[src/design/lfd_pkg.sv]
`timescale 1ns / 1ps

package lfd_pkg;

   // default size of the payload buffer in bytes
   localparam int PAYLOAD_DEPTH_DEFAULT = 256;

   // depth of the queue between front and back
   localparam int QUEUE_DEPTH_DEFAULT = 2;

   // field widths
   localparam int BYTE_W = 8;
   localparam int OP_W = 2;
   localparam int CSR_INDEX_W = 2;

   // operation codes
   localparam logic [OP_W-1:0] OP_BYTE    = 2'd0;
   localparam logic [OP_W-1:0] OP_READ    = 2'd1;
   localparam logic [OP_W-1:0] OP_RESTART = 2'd2;

   // configuration register indexes
   localparam logic [CSR_INDEX_W-1:0] CSR_START_CODE   = 2'd0;
   localparam logic [CSR_INDEX_W-1:0] CSR_END_CODE     = 2'd1;
   localparam logic [CSR_INDEX_W-1:0] CSR_INVALID_CODE = 2'd2;

   // configuration reset values
   localparam logic [BYTE_W-1:0] START_CODE_RESET   = 8'd126;
   localparam logic [BYTE_W-1:0] END_CODE_RESET     = 8'd127;
   localparam logic [BYTE_W-1:0] INVALID_CODE_RESET = 8'd255;

   typedef enum logic [2:0] {
      PH_START = 3'd0,
      PH_LEN   = 3'd1,
      PH_DATA  = 3'd2,
      PH_END   = 3'd3,
      PH_DONE  = 3'd4
   } phase_type;

   typedef enum logic [2:0] {
      ST_TAKEN    = 3'd0,
      ST_COMPLETE = 3'd1,
      ST_DROP     = 3'd2,
      ST_IGNORE   = 3'd3,
      ST_READ     = 3'd4
   } status_type;

   // one classified item on its way from front to back
   typedef struct packed {
      status_type          status;
      logic [BYTE_W-1:0]   frame_length;
      phase_type           phase;
      logic                mem_write;
      logic                mem_read;
      logic [BYTE_W-1:0]   addr;
      logic [BYTE_W-1:0]   wdata;
   } entry_type;

endpackage

[src/design/lfd_front.sv]
`timescale 1ns / 1ps

module lfd_front import lfd_pkg::*; #(
   parameter int PAYLOAD_DEPTH = PAYLOAD_DEPTH_DEFAULT
) (
   input  logic                   clock,
   input  logic                   reset,
   input  logic                   csr_we,
   input  logic [CSR_INDEX_W-1:0] csr_index,
   input  logic [BYTE_W-1:0]      csr_wdata,
   input  logic                   accept,
   input  logic [OP_W-1:0]        op,
   input  logic [BYTE_W-1:0]      rx_byte,
   input  logic [BYTE_W-1:0]      read_index,
   output entry_type              entry
);

   localparam logic [BYTE_W:0] DEPTH_LIMIT = (BYTE_W+1)'(PAYLOAD_DEPTH);

   logic [BYTE_W-1:0] start_code_ff;
   logic [BYTE_W-1:0] end_code_ff;
   logic [BYTE_W-1:0] invalid_code_ff;

   phase_type         phase_ff;
   phase_type         phase_in;
   logic [BYTE_W-1:0] bytes_left_ff;
   logic [BYTE_W-1:0] bytes_left_in;
   logic [BYTE_W-1:0] payload_len_ff;
   logic [BYTE_W-1:0] payload_len_in;

   logic              len_reject;

   // configuration registers
   always_ff @(posedge clock) begin
      if (reset) begin
         start_code_ff   <= START_CODE_RESET;
         end_code_ff     <= END_CODE_RESET;
         invalid_code_ff <= INVALID_CODE_RESET;
      end else if (csr_we) begin
         case (csr_index)
            CSR_START_CODE:   start_code_ff   <= csr_wdata;
            CSR_END_CODE:     end_code_ff     <= csr_wdata;
            CSR_INVALID_CODE: invalid_code_ff <= csr_wdata;
            default: ;
         endcase
      end
   end

   // length byte that cannot open a frame
   assign len_reject = (rx_byte == invalid_code_ff) || (rx_byte == start_code_ff) ||
                       (rx_byte == end_code_ff) || ({1'b0, rx_byte} > DEPTH_LIMIT);

   // classify the item and work out the next receiver state
   always_comb begin
      phase_in       = phase_ff;
      bytes_left_in  = bytes_left_ff;
      payload_len_in = payload_len_ff;
      entry.status    = ST_IGNORE;
      entry.mem_write = 1'b0;
      entry.mem_read  = 1'b0;
      entry.addr      = '0;
      entry.wdata     = rx_byte;
      unique case (op)
         OP_BYTE: begin
            unique case (phase_ff)
               PH_START: begin
                  if (rx_byte == start_code_ff) begin
                     phase_in     = PH_LEN;
                     entry.status = ST_TAKEN;
                  end
               end
               PH_LEN: begin
                  payload_len_in = rx_byte;
                  if (len_reject) begin
                     phase_in      = PH_START;
                     bytes_left_in = '0;
                     entry.status  = ST_DROP;
                  end else begin
                     bytes_left_in = rx_byte;
                     phase_in      = (rx_byte == '0) ? PH_END : PH_DATA;
                     entry.status  = ST_TAKEN;
                  end
               end
               PH_DATA: begin
                  entry.mem_write = 1'b1;
                  entry.addr      = payload_len_ff - bytes_left_ff;
                  bytes_left_in   = bytes_left_ff - 8'd1;
                  if (bytes_left_ff == 8'd1) begin
                     phase_in = PH_END;
                  end
                  entry.status = ST_TAKEN;
               end
               PH_END: begin
                  if (rx_byte == end_code_ff) begin
                     phase_in     = PH_DONE;
                     entry.status = ST_COMPLETE;
                  end else begin
                     phase_in     = PH_START;
                     entry.status = ST_DROP;
                  end
               end
               PH_DONE: begin
                  entry.status = ST_IGNORE;
               end
               default: begin
                  phase_in     = PH_START;
                  entry.status = ST_IGNORE;
               end
            endcase
         end
         OP_READ: begin
            entry.status   = ST_READ;
            entry.addr     = read_index;
            entry.mem_read = (phase_ff == PH_DONE) && (read_index < payload_len_ff) &&
                             ({1'b0, read_index} < DEPTH_LIMIT);
         end
         OP_RESTART: begin
            phase_in       = PH_START;
            bytes_left_in  = '0;
            payload_len_in = '0;
            entry.status   = ST_TAKEN;
         end
         default: begin
            entry.status = ST_IGNORE;
         end
      endcase
      entry.frame_length = payload_len_in;
      entry.phase        = phase_in;
   end

   // receiver state
   always_ff @(posedge clock) begin
      if (reset) begin
         phase_ff       <= PH_START;
         bytes_left_ff  <= '0;
         payload_len_ff <= '0;
      end else if (accept) begin
         phase_ff       <= phase_in;
         bytes_left_ff  <= bytes_left_in;
         payload_len_ff <= payload_len_in;
      end
   end

`ifndef NO_ASSERTIONS
   a_data_has_bytes: assert property (@(posedge clock) disable iff (reset)
      phase_ff == PH_DATA |-> bytes_left_ff != '0)
      else $error("payload phase with no bytes left");
   a_done_len_fits: assert property (@(posedge clock) disable iff (reset)
      phase_ff == PH_DONE |-> ({1'b0, payload_len_ff} <= DEPTH_LIMIT && bytes_left_ff == '0))
      else $error("completed frame length out of range");
   a_write_in_range: assert property (@(posedge clock) disable iff (reset)
      accept && entry.mem_write |-> {1'b0, entry.addr} < DEPTH_LIMIT)
      else $error("payload write beyond buffer");
`endif

endmodule

[src/design/lfd_queue.sv]
`timescale 1ns / 1ps

module lfd_queue import lfd_pkg::*; #(
   parameter int DEPTH = QUEUE_DEPTH_DEFAULT
) (
   input  logic      clock,
   input  logic      reset,
   input  logic      push,
   input  entry_type push_entry,
   output logic      full,
   input  logic      pop,
   output logic      not_empty,
   output entry_type pop_entry
);

   localparam int PTR_W = (DEPTH > 1) ? $clog2(DEPTH) : 1;
   localparam int CNT_W = $clog2(DEPTH + 1);
   localparam logic [PTR_W-1:0] LAST_PTR = PTR_W'(DEPTH - 1);
   localparam logic [CNT_W-1:0] FULL_CNT = CNT_W'(DEPTH);

   entry_type          slot_ff [DEPTH];
   logic [PTR_W-1:0]   wr_ptr_ff;
   logic [PTR_W-1:0]   rd_ptr_ff;
   logic [CNT_W-1:0]   count_ff;

   assign full      = (count_ff == FULL_CNT);
   assign not_empty = (count_ff != '0);
   assign pop_entry = slot_ff[rd_ptr_ff];

   // entry storage
   always_ff @(posedge clock) begin
      if (push) begin
         slot_ff[wr_ptr_ff] <= push_entry;
      end
   end

   // pointers and fill count
   always_ff @(posedge clock) begin
      if (reset) begin
         wr_ptr_ff <= '0;
         rd_ptr_ff <= '0;
         count_ff  <= '0;
      end else begin
         if (push) begin
            wr_ptr_ff <= (wr_ptr_ff == LAST_PTR) ? '0 : wr_ptr_ff + 1'b1;
         end
         if (pop) begin
            rd_ptr_ff <= (rd_ptr_ff == LAST_PTR) ? '0 : rd_ptr_ff + 1'b1;
         end
         if (push && !pop) begin
            count_ff <= count_ff + 1'b1;
         end else if (pop && !push) begin
            count_ff <= count_ff - 1'b1;
         end
      end
   end

`ifndef NO_ASSERTIONS
   a_no_overflow: assert property (@(posedge clock) disable iff (reset)
      push |-> !full || pop)
      else $error("push into full queue");
   a_no_underflow: assert property (@(posedge clock) disable iff (reset)
      pop |-> not_empty)
      else $error("pop from empty queue");
   a_count_range: assert property (@(posedge clock) disable iff (reset)
      count_ff <= FULL_CNT)
      else $error("queue count out of range");
`endif

endmodule

[src/design/lfd_back.sv]
`timescale 1ns / 1ps

module lfd_back import lfd_pkg::*; #(
   parameter int PAYLOAD_DEPTH = PAYLOAD_DEPTH_DEFAULT
) (
   input  logic              clock,
   input  logic              reset,
   input  logic              entry_valid,
   input  entry_type         entry,
   output logic              pop,
   output logic              rsp_valid,
   input  logic              rsp_stall,
   output logic [2:0]        rsp_status,
   output logic [BYTE_W-1:0] rsp_read_data,
   output logic [BYTE_W-1:0] rsp_frame_length,
   output logic [2:0]        rsp_receiver_phase
);

   localparam int ADDR_W = $clog2(PAYLOAD_DEPTH);

   logic [BYTE_W-1:0] payload_mem [PAYLOAD_DEPTH];
   logic [ADDR_W-1:0] mem_addr;

   logic              rsp_valid_ff;
   status_type        status_ff;
   logic [BYTE_W-1:0] frame_length_ff;
   phase_type         phase_ff;
   logic              read_hit_ff;
   logic [BYTE_W-1:0] read_data_ff;

   // take the next entry when the output register is free or being drained
   assign pop      = entry_valid && (!rsp_valid_ff || !rsp_stall);
   assign mem_addr = entry.addr[ADDR_W-1:0];

   // payload buffer, at most one write or one read per entry
   always_ff @(posedge clock) begin
      if (pop && entry.mem_write) begin
         payload_mem[mem_addr] <= entry.wdata;
      end
      if (pop && entry.mem_read) begin
         read_data_ff <= payload_mem[mem_addr];
      end
   end

   // output register
   always_ff @(posedge clock) begin
      if (reset) begin
         rsp_valid_ff <= 1'b0;
      end else if (pop) begin
         rsp_valid_ff <= 1'b1;
      end else if (!rsp_stall) begin
         rsp_valid_ff <= 1'b0;
      end
   end

   always_ff @(posedge clock) begin
      if (pop) begin
         status_ff       <= entry.status;
         frame_length_ff <= entry.frame_length;
         phase_ff        <= entry.phase;
         read_hit_ff     <= entry.mem_read;
      end
   end

   assign rsp_valid          = rsp_valid_ff;
   assign rsp_status         = status_ff;
   assign rsp_read_data      = read_hit_ff ? read_data_ff : '0;
   assign rsp_frame_length   = frame_length_ff;
   assign rsp_receiver_phase = phase_ff;

`ifndef NO_ASSERTIONS
   a_hit_is_read: assert property (@(posedge clock) disable iff (reset)
      rsp_valid_ff && read_hit_ff |-> status_ff == ST_READ && phase_ff == PH_DONE)
      else $error("buffer read outside a completed frame");
   a_one_access: assert property (@(posedge clock) disable iff (reset)
      pop |-> !(entry.mem_write && entry.mem_read))
      else $error("write and read in one entry");
   a_hold_when_stalled: assert property (@(posedge clock) disable iff (reset)
      rsp_valid_ff && rsp_stall |=> rsp_valid_ff && $stable(rsp_read_data))
      else $error("transfer lost under stall");
`endif

endmodule

[src/design/length_framed_byte_deframer.sv]
`timescale 1ns / 1ps

// Deframer for a byte stream framed as start code, length byte, payload bytes
// and end code. One request is taken per clock while req_stall is low: a
// received byte, a read of the stored payload by index, or a restart. Every
// request gives exactly one response, in order, with status, read data,
// current frame length and receiver phase. The front updates the receiver
// state in the cycle of the transfer; the back writes or reads the payload
// buffer (one port) and registers the response. A request passes the queue
// slot, then the output register; responses flow one per clock while rsp_stall
// is low. A two-entry queue between the two halves lets requests go on while
// a response is stalled, until the queue is full. The payload buffer is not
// cleared after reset; reads only reach bytes written by the completed frame.

module length_framed_byte_deframer import lfd_pkg::*; #(
   parameter int PAYLOAD_DEPTH = PAYLOAD_DEPTH_DEFAULT
) (
   input  logic                   clock,
   input  logic                   reset,
   input  logic                   csr_we,
   input  logic [CSR_INDEX_W-1:0] csr_index,
   input  logic [BYTE_W-1:0]      csr_wdata,
   input  logic                   req_valid,
   output logic                   req_stall,
   input  logic [OP_W-1:0]        req_op,
   input  logic [BYTE_W-1:0]      req_rx_byte,
   input  logic [BYTE_W-1:0]      req_read_index,
   output logic                   rsp_valid,
   input  logic                   rsp_stall,
   output logic [2:0]             rsp_status,
   output logic [BYTE_W-1:0]      rsp_read_data,
   output logic [BYTE_W-1:0]      rsp_frame_length,
   output logic [2:0]             rsp_receiver_phase
);

   logic      req_accept;
   logic      queue_full;
   logic      queue_not_empty;
   logic      queue_pop;
   entry_type front_entry;
   entry_type back_entry;

   // request transfer while the queue has room
   assign req_stall  = queue_full;
   assign req_accept = req_valid && !queue_full;

   lfd_front #(
      .PAYLOAD_DEPTH (PAYLOAD_DEPTH)
   ) u_front (
      .clock      (clock),
      .reset      (reset),
      .csr_we     (csr_we),
      .csr_index  (csr_index),
      .csr_wdata  (csr_wdata),
      .accept     (req_accept),
      .op         (req_op),
      .rx_byte    (req_rx_byte),
      .read_index (req_read_index),
      .entry      (front_entry)
   );

   lfd_queue #(
      .DEPTH (QUEUE_DEPTH_DEFAULT)
   ) u_queue (
      .clock      (clock),
      .reset      (reset),
      .push       (req_accept),
      .push_entry (front_entry),
      .full       (queue_full),
      .pop        (queue_pop),
      .not_empty  (queue_not_empty),
      .pop_entry  (back_entry)
   );

   lfd_back #(
      .PAYLOAD_DEPTH (PAYLOAD_DEPTH)
   ) u_back (
      .clock              (clock),
      .reset              (reset),
      .entry_valid        (queue_not_empty),
      .entry              (back_entry),
      .pop                (queue_pop),
      .rsp_valid          (rsp_valid),
      .rsp_stall          (rsp_stall),
      .rsp_status         (rsp_status),
      .rsp_read_data      (rsp_read_data),
      .rsp_frame_length   (rsp_frame_length),
      .rsp_receiver_phase (rsp_receiver_phase)
   );

endmodule

[config.mk]
export PLATFORM = sky130hd
export DESIGN_NAME = length_framed_byte_deframer
export DESIGN_NICKNAME = d
export VERILOG_FILES = /design/src/design/lfd_pkg.sv /design/src/design/lfd_front.sv /design/src/design/lfd_queue.sv /design/src/design/lfd_back.sv /design/src/design/length_framed_byte_deframer.sv
export SDC_FILE = /design/constraint.sdc
export NUM_CORES = 2
export LEC_CHECK = 0
export BUFFER_PORTS_ARGS = -buffer_cell sky130_fd_sc_hd__buf_2
export CAP_MARGIN = 30
export CORE_UTILIZATION = 57
export CTS_CLUSTER_SIZE = 14
export DETAILED_ROUTE_END_ITERATION = 16
export HOLD_SLACK_MARGIN = 0.03
export PLACE_DENSITY = 0.74
export SLEW_MARGIN = 20
export SYNTH_ARGS = -nofsm -noshare
export SYNTH_HDL_FRONTEND = slang
export SYNTH_HIERARCHICAL = 1
export SYNTH_SLANG_ARGS = --single-unit
export TNS_END_PERCENT = 1
[constraint.sdc]
create_clock -name clock -period 3.7 [get_ports clock]
set_input_delay 0.185 -clock clock [delete_from_list [all_inputs] [get_ports clock]]
set_output_delay 0.185 -clock clock [all_outputs]
set_load 0.01 [all_outputs]
==> flow_metrics.py <==
metrics = {
    "grt": {
        "gr-total-overflow": 0,
        "grt_pass1_vias": 44300,
        "grtUsageTotal_pct": 27.0,
        "grt_max_degree": 173,
        "grt_pass1_wl_mm": 296,
        "antenna_found_initial": 6,
    },
    "yosys": {
        "synth_edf_count": 2135,
        "synth_area_mm2": 0.0846,
        "synth_seq_cells": 2184,
        "synth_top_area_share_pct": 75.8,
        "async_flop_share_pct": 0,
        "synth_top_cells_by_count": "edfxtp_1 (2135), mux4_2 (512), nor2_1 (295)",
        "synth_area_leader_cell": "edfxtp_1",
        "syn_inst": 4081,
        "yosys-top-cells-area": "edfxtp_1 (76%), mux4_2 (14%), a22oi_1 (2.3%)",
        "seq_area_frac_synth_pct": 76.9,
        "syn_nets": 4135,
        "synthFlopType": "edfxtp_1",
        "synth_most_common_cell": "edfxtp_1",
        "yosys_warnings": 6,
        "syn_area_per_cell_um2": 20.7,
        "synth_cell_type_count": 70,
    },
    "worst_setup_path": {
        "crit_chain": "mux2_8 -> buf_12 -> buf_12 -> mux4_2 -> a22oi_1 -> a21oi_1 -> o41ai_2 -> nand4_1",
        "worstSetupStartpointType": "flop",
        "crit_slowest_cell": "o41ai_2",
        "path_buf_inv": 2,
        "path_class": "reg -> reg",
        "critPathArrivalTime_ps": 4330,
        "r2r_cells": 8,
        "crit_top_cell": "buf_12",
        "reg2reg_setup_slack_ps": -70,
        "path_max_fanout": 21,
        "cp_data_required_time_ps": 4260,
        "crit_path_end_kind": "flop",
        "cp_top_family": "compound AO/OA/AOI/OAI gates",
        "max_stage_delay_ps": 830,
        "worstReg2RegEnd": "u_back/read_data_ff[1]$_DFFE_PP_",
    },
    "detailed_routing": {
        "drt_wl_total_mm": 201,
        "drc": 0,
        "vias": 43900,
        "wl_per_cell_um": 29.9,
        "via_per_inst": 6.55,
        "drt_pass1_iterations": 5,
        "ant_nets": 0,
        "drtIter0Drc": 5607,
    },
    "final_layout": {
        "stdcell_area_mm2": 0.0974,
        "multi_input_area_mm2": 0.0186,
        "drive_gt1_share_pct": 29.3,
        "fillers": 9252,
        "fin_nets": 4647,
        "regArea_mm2": 0.0651,
        "area_delta_synth_final_pct": 15.1,
    },
    "worst_hold_path": {
        "hp-class": "in -> reg",
        "worstHoldPathCells": 5,
        "min_from": "req_op[1]",
        "min_to": "u_queue/slot_ff[0][30]$_DFFE_PP_",
    },
    "sta": {
        "finalSetupViolations": 1,
        "slew_violations": 0,
        "hold_viol_final": 0,
        "min_period_over_period_pct": 102,
        "finClkSkew_ps": 48.3,
        "slew_headroom_pct": 36.5,
        "postLayoutSetupSlackWorst_ps": -74.6,
        "finalCriticalPeriod_ps": 3770,
        "fmax_ghz": 0.265,
        "rsz0062_at_grt": "yes",
        "finalSetupTns_ps": -74.6,
        "tightest_slew_ps": 953,
    },
    "floorplan": {
        "core_mm2": 0.147,
        "io_pins": 57,
        "initial_utilization_pct": 57.4,
        "die_area_mm2": 0.150,
        "rows": 141,
        "die_y_um": 387,
        "chipWidth_um": 387,
    },
    "power_and_ir_drop": {
        "peakVddDrop_mv": 0.569,
        "power.density_mw_per_mm2": 665,
        "cellLeakagePower_nw": 31.0,
    },
    "placement": {
        "place_congestion": 0.881,
        "io_buffers": 56,
        "place_ws_ps": -225,
        "placed_area_mm2": 0.0903,
        "dp_hpwl_mm": 121,
    },
    "clocking": {
        "clk_pin_slew_ps": 60,
        "clock_latency_ps": 850,
        "cts_tree": "built",
        "cts_buffers": 207,
        "cts_max_path_buffers": 3,
        "cts-root-buf": "clkbuf_16",
        "htree_levels": 4,
        "cts_sinks": 2184,
    },
    "run_status": {
        "violations": "setup timing",
        "outcome": "finished with violations",
    },
    "run": {
        "cap_violations": 0,
    },
}
[worst max path at each step]
stage / slack (ps) / end / cells past startpoint / from
4_1_cts: 20 / u_back/read_data_ff[1]$_DFFE_PP_ / 8 / flop
5_1_grt: -60 / u_back/read_data_ff[1]$_DFFE_PP_ / 8 / flop
3_3_place_gp: -280 / u_back/read_data_ff[1]$_DFFE_PP_ / 8 / flop
3_5_place_dp: -220 / u_back/read_data_ff[1]$_DFFE_PP_ / 9 / flop
2_1_floorplan: 460 / u_back/payload_mem[105][0]$_DFFE_PP_ / 7 / u_queue/count_ff[0]$_SDFFE_PP0P_
6_report: -70 / u_back/read_data_ff[1]$_DFFE_PP_ / 8 / flop
[per-layer routing]
| metal | up-vias | track usage [%] | routed length, um |
|---|---|---|---|
| met1 | 22900 | 37.8 | 76400 |
| met4 | 6 | 9.13 | 6390 |
| met5 | - | 0 | 33 |
| met3 | 389 | 5.67 | 20200 |
| met2 | 2644 | 42.8 | 97800 |
| li1 | 18000 | - | - |
[sequential cells by signal (all words and copies together), names as in the netlist, 3 cells and up, named ones only]
name                       count
u_back/rsp_frame_length        8
u_front/bytes_left_ff          8
u_back/rsp_receiver_phase      3
u_front/phase_ff               3
u_back/rsp_status              3
u_queue/slot_ff               64
u_front/payload_len_ff         8
u_front/invalid_code_ff        8
u_front/end_code_ff            8
u_back/read_data_ff            8
u_front/start_code_ff          8
u_back/payload_mem          2048
[kinds of logic after synthesis]
kind of cell	Yosys count	synth area share [%]
xor gates and xnor gates	34	0.352
buffers and inverters	288	1.55
adders and majority gates	21	0.319
DFF	2184	76.9
muxes	546	14.1
AOI/OAI and AO/OA	507	4.16
and+or+nand+nor	501	2.63
[cells in the final DEF, fill, tap and decap left out, types with 36 or more instances in the layout]
master,netlist,routed
clkbuf_16,0,209
buf_4,20,431
dfxtp_1,49,48
edfxtp_1,2135,2135
mux4_2,512,512
buf_2,61,56
clkinv_1,0,62
dlygate4sd3_1,0,44
buf_12,0,36
a22oi_1,264,264
clkbuf_1,154,42
clkinv_2,0,39
nand2_1,88,78
nor2_1,295,294
a21oi_1,141,141
[where the power goes]
part / switching [W] / total [W] / internal (W)
clock network: 0.00906 / 0.0205 / 0.0114
logic: 0.00908 / 0.0146 / 0.00549
registers: 0.000167 / 0.0298 / 0.0296
[area by class of cell]
type | count | area share, %
multi-input cells | 1609 | 19.1
well taps | 1930 | 2.48
clock inverters | 135 | 1.18
flip-flops and latches | 2184 | 66.8
clock buffers | 252 | 5.54
repair buffers | 568 | 4.83
inverters | 23 | 0.0886
diodes | 1 | 0.00257
[metrics by stage]
stage / hold WS (ps) / total power (W) / std cells / util [%]
after detailed placement: 433 / 0.0447 / 6269 / 61.2
final: 94.2 / 0.0648 / 6702 / 66.0
after floorplan: 254 / 0.0391 / 4081 / -
after CTS: 31.7 / 0.0649 / 6700 / 66.0
after global placement: 422 / 0.0444 / 6269 / 61.2
after global routing: 128 / 0.0667 / 6702 / 66.0
[tightest hold or removal path, stage by stage]
cell and delay, ps:
buf_2 110, inv_1 70, ha_1 120, nor2b_1 170, a31oi_1 80
[timing repair]
item,4_1_cts,5_1_grt
setup endpoints to repair,5,5
hold endpoints to repair,101,0
pin swaps,0,0
hold buffers,44,0
resized for setup,5,7
setup buffers,0,0
No activity file was read; power rests on OpenSTA's default activity.
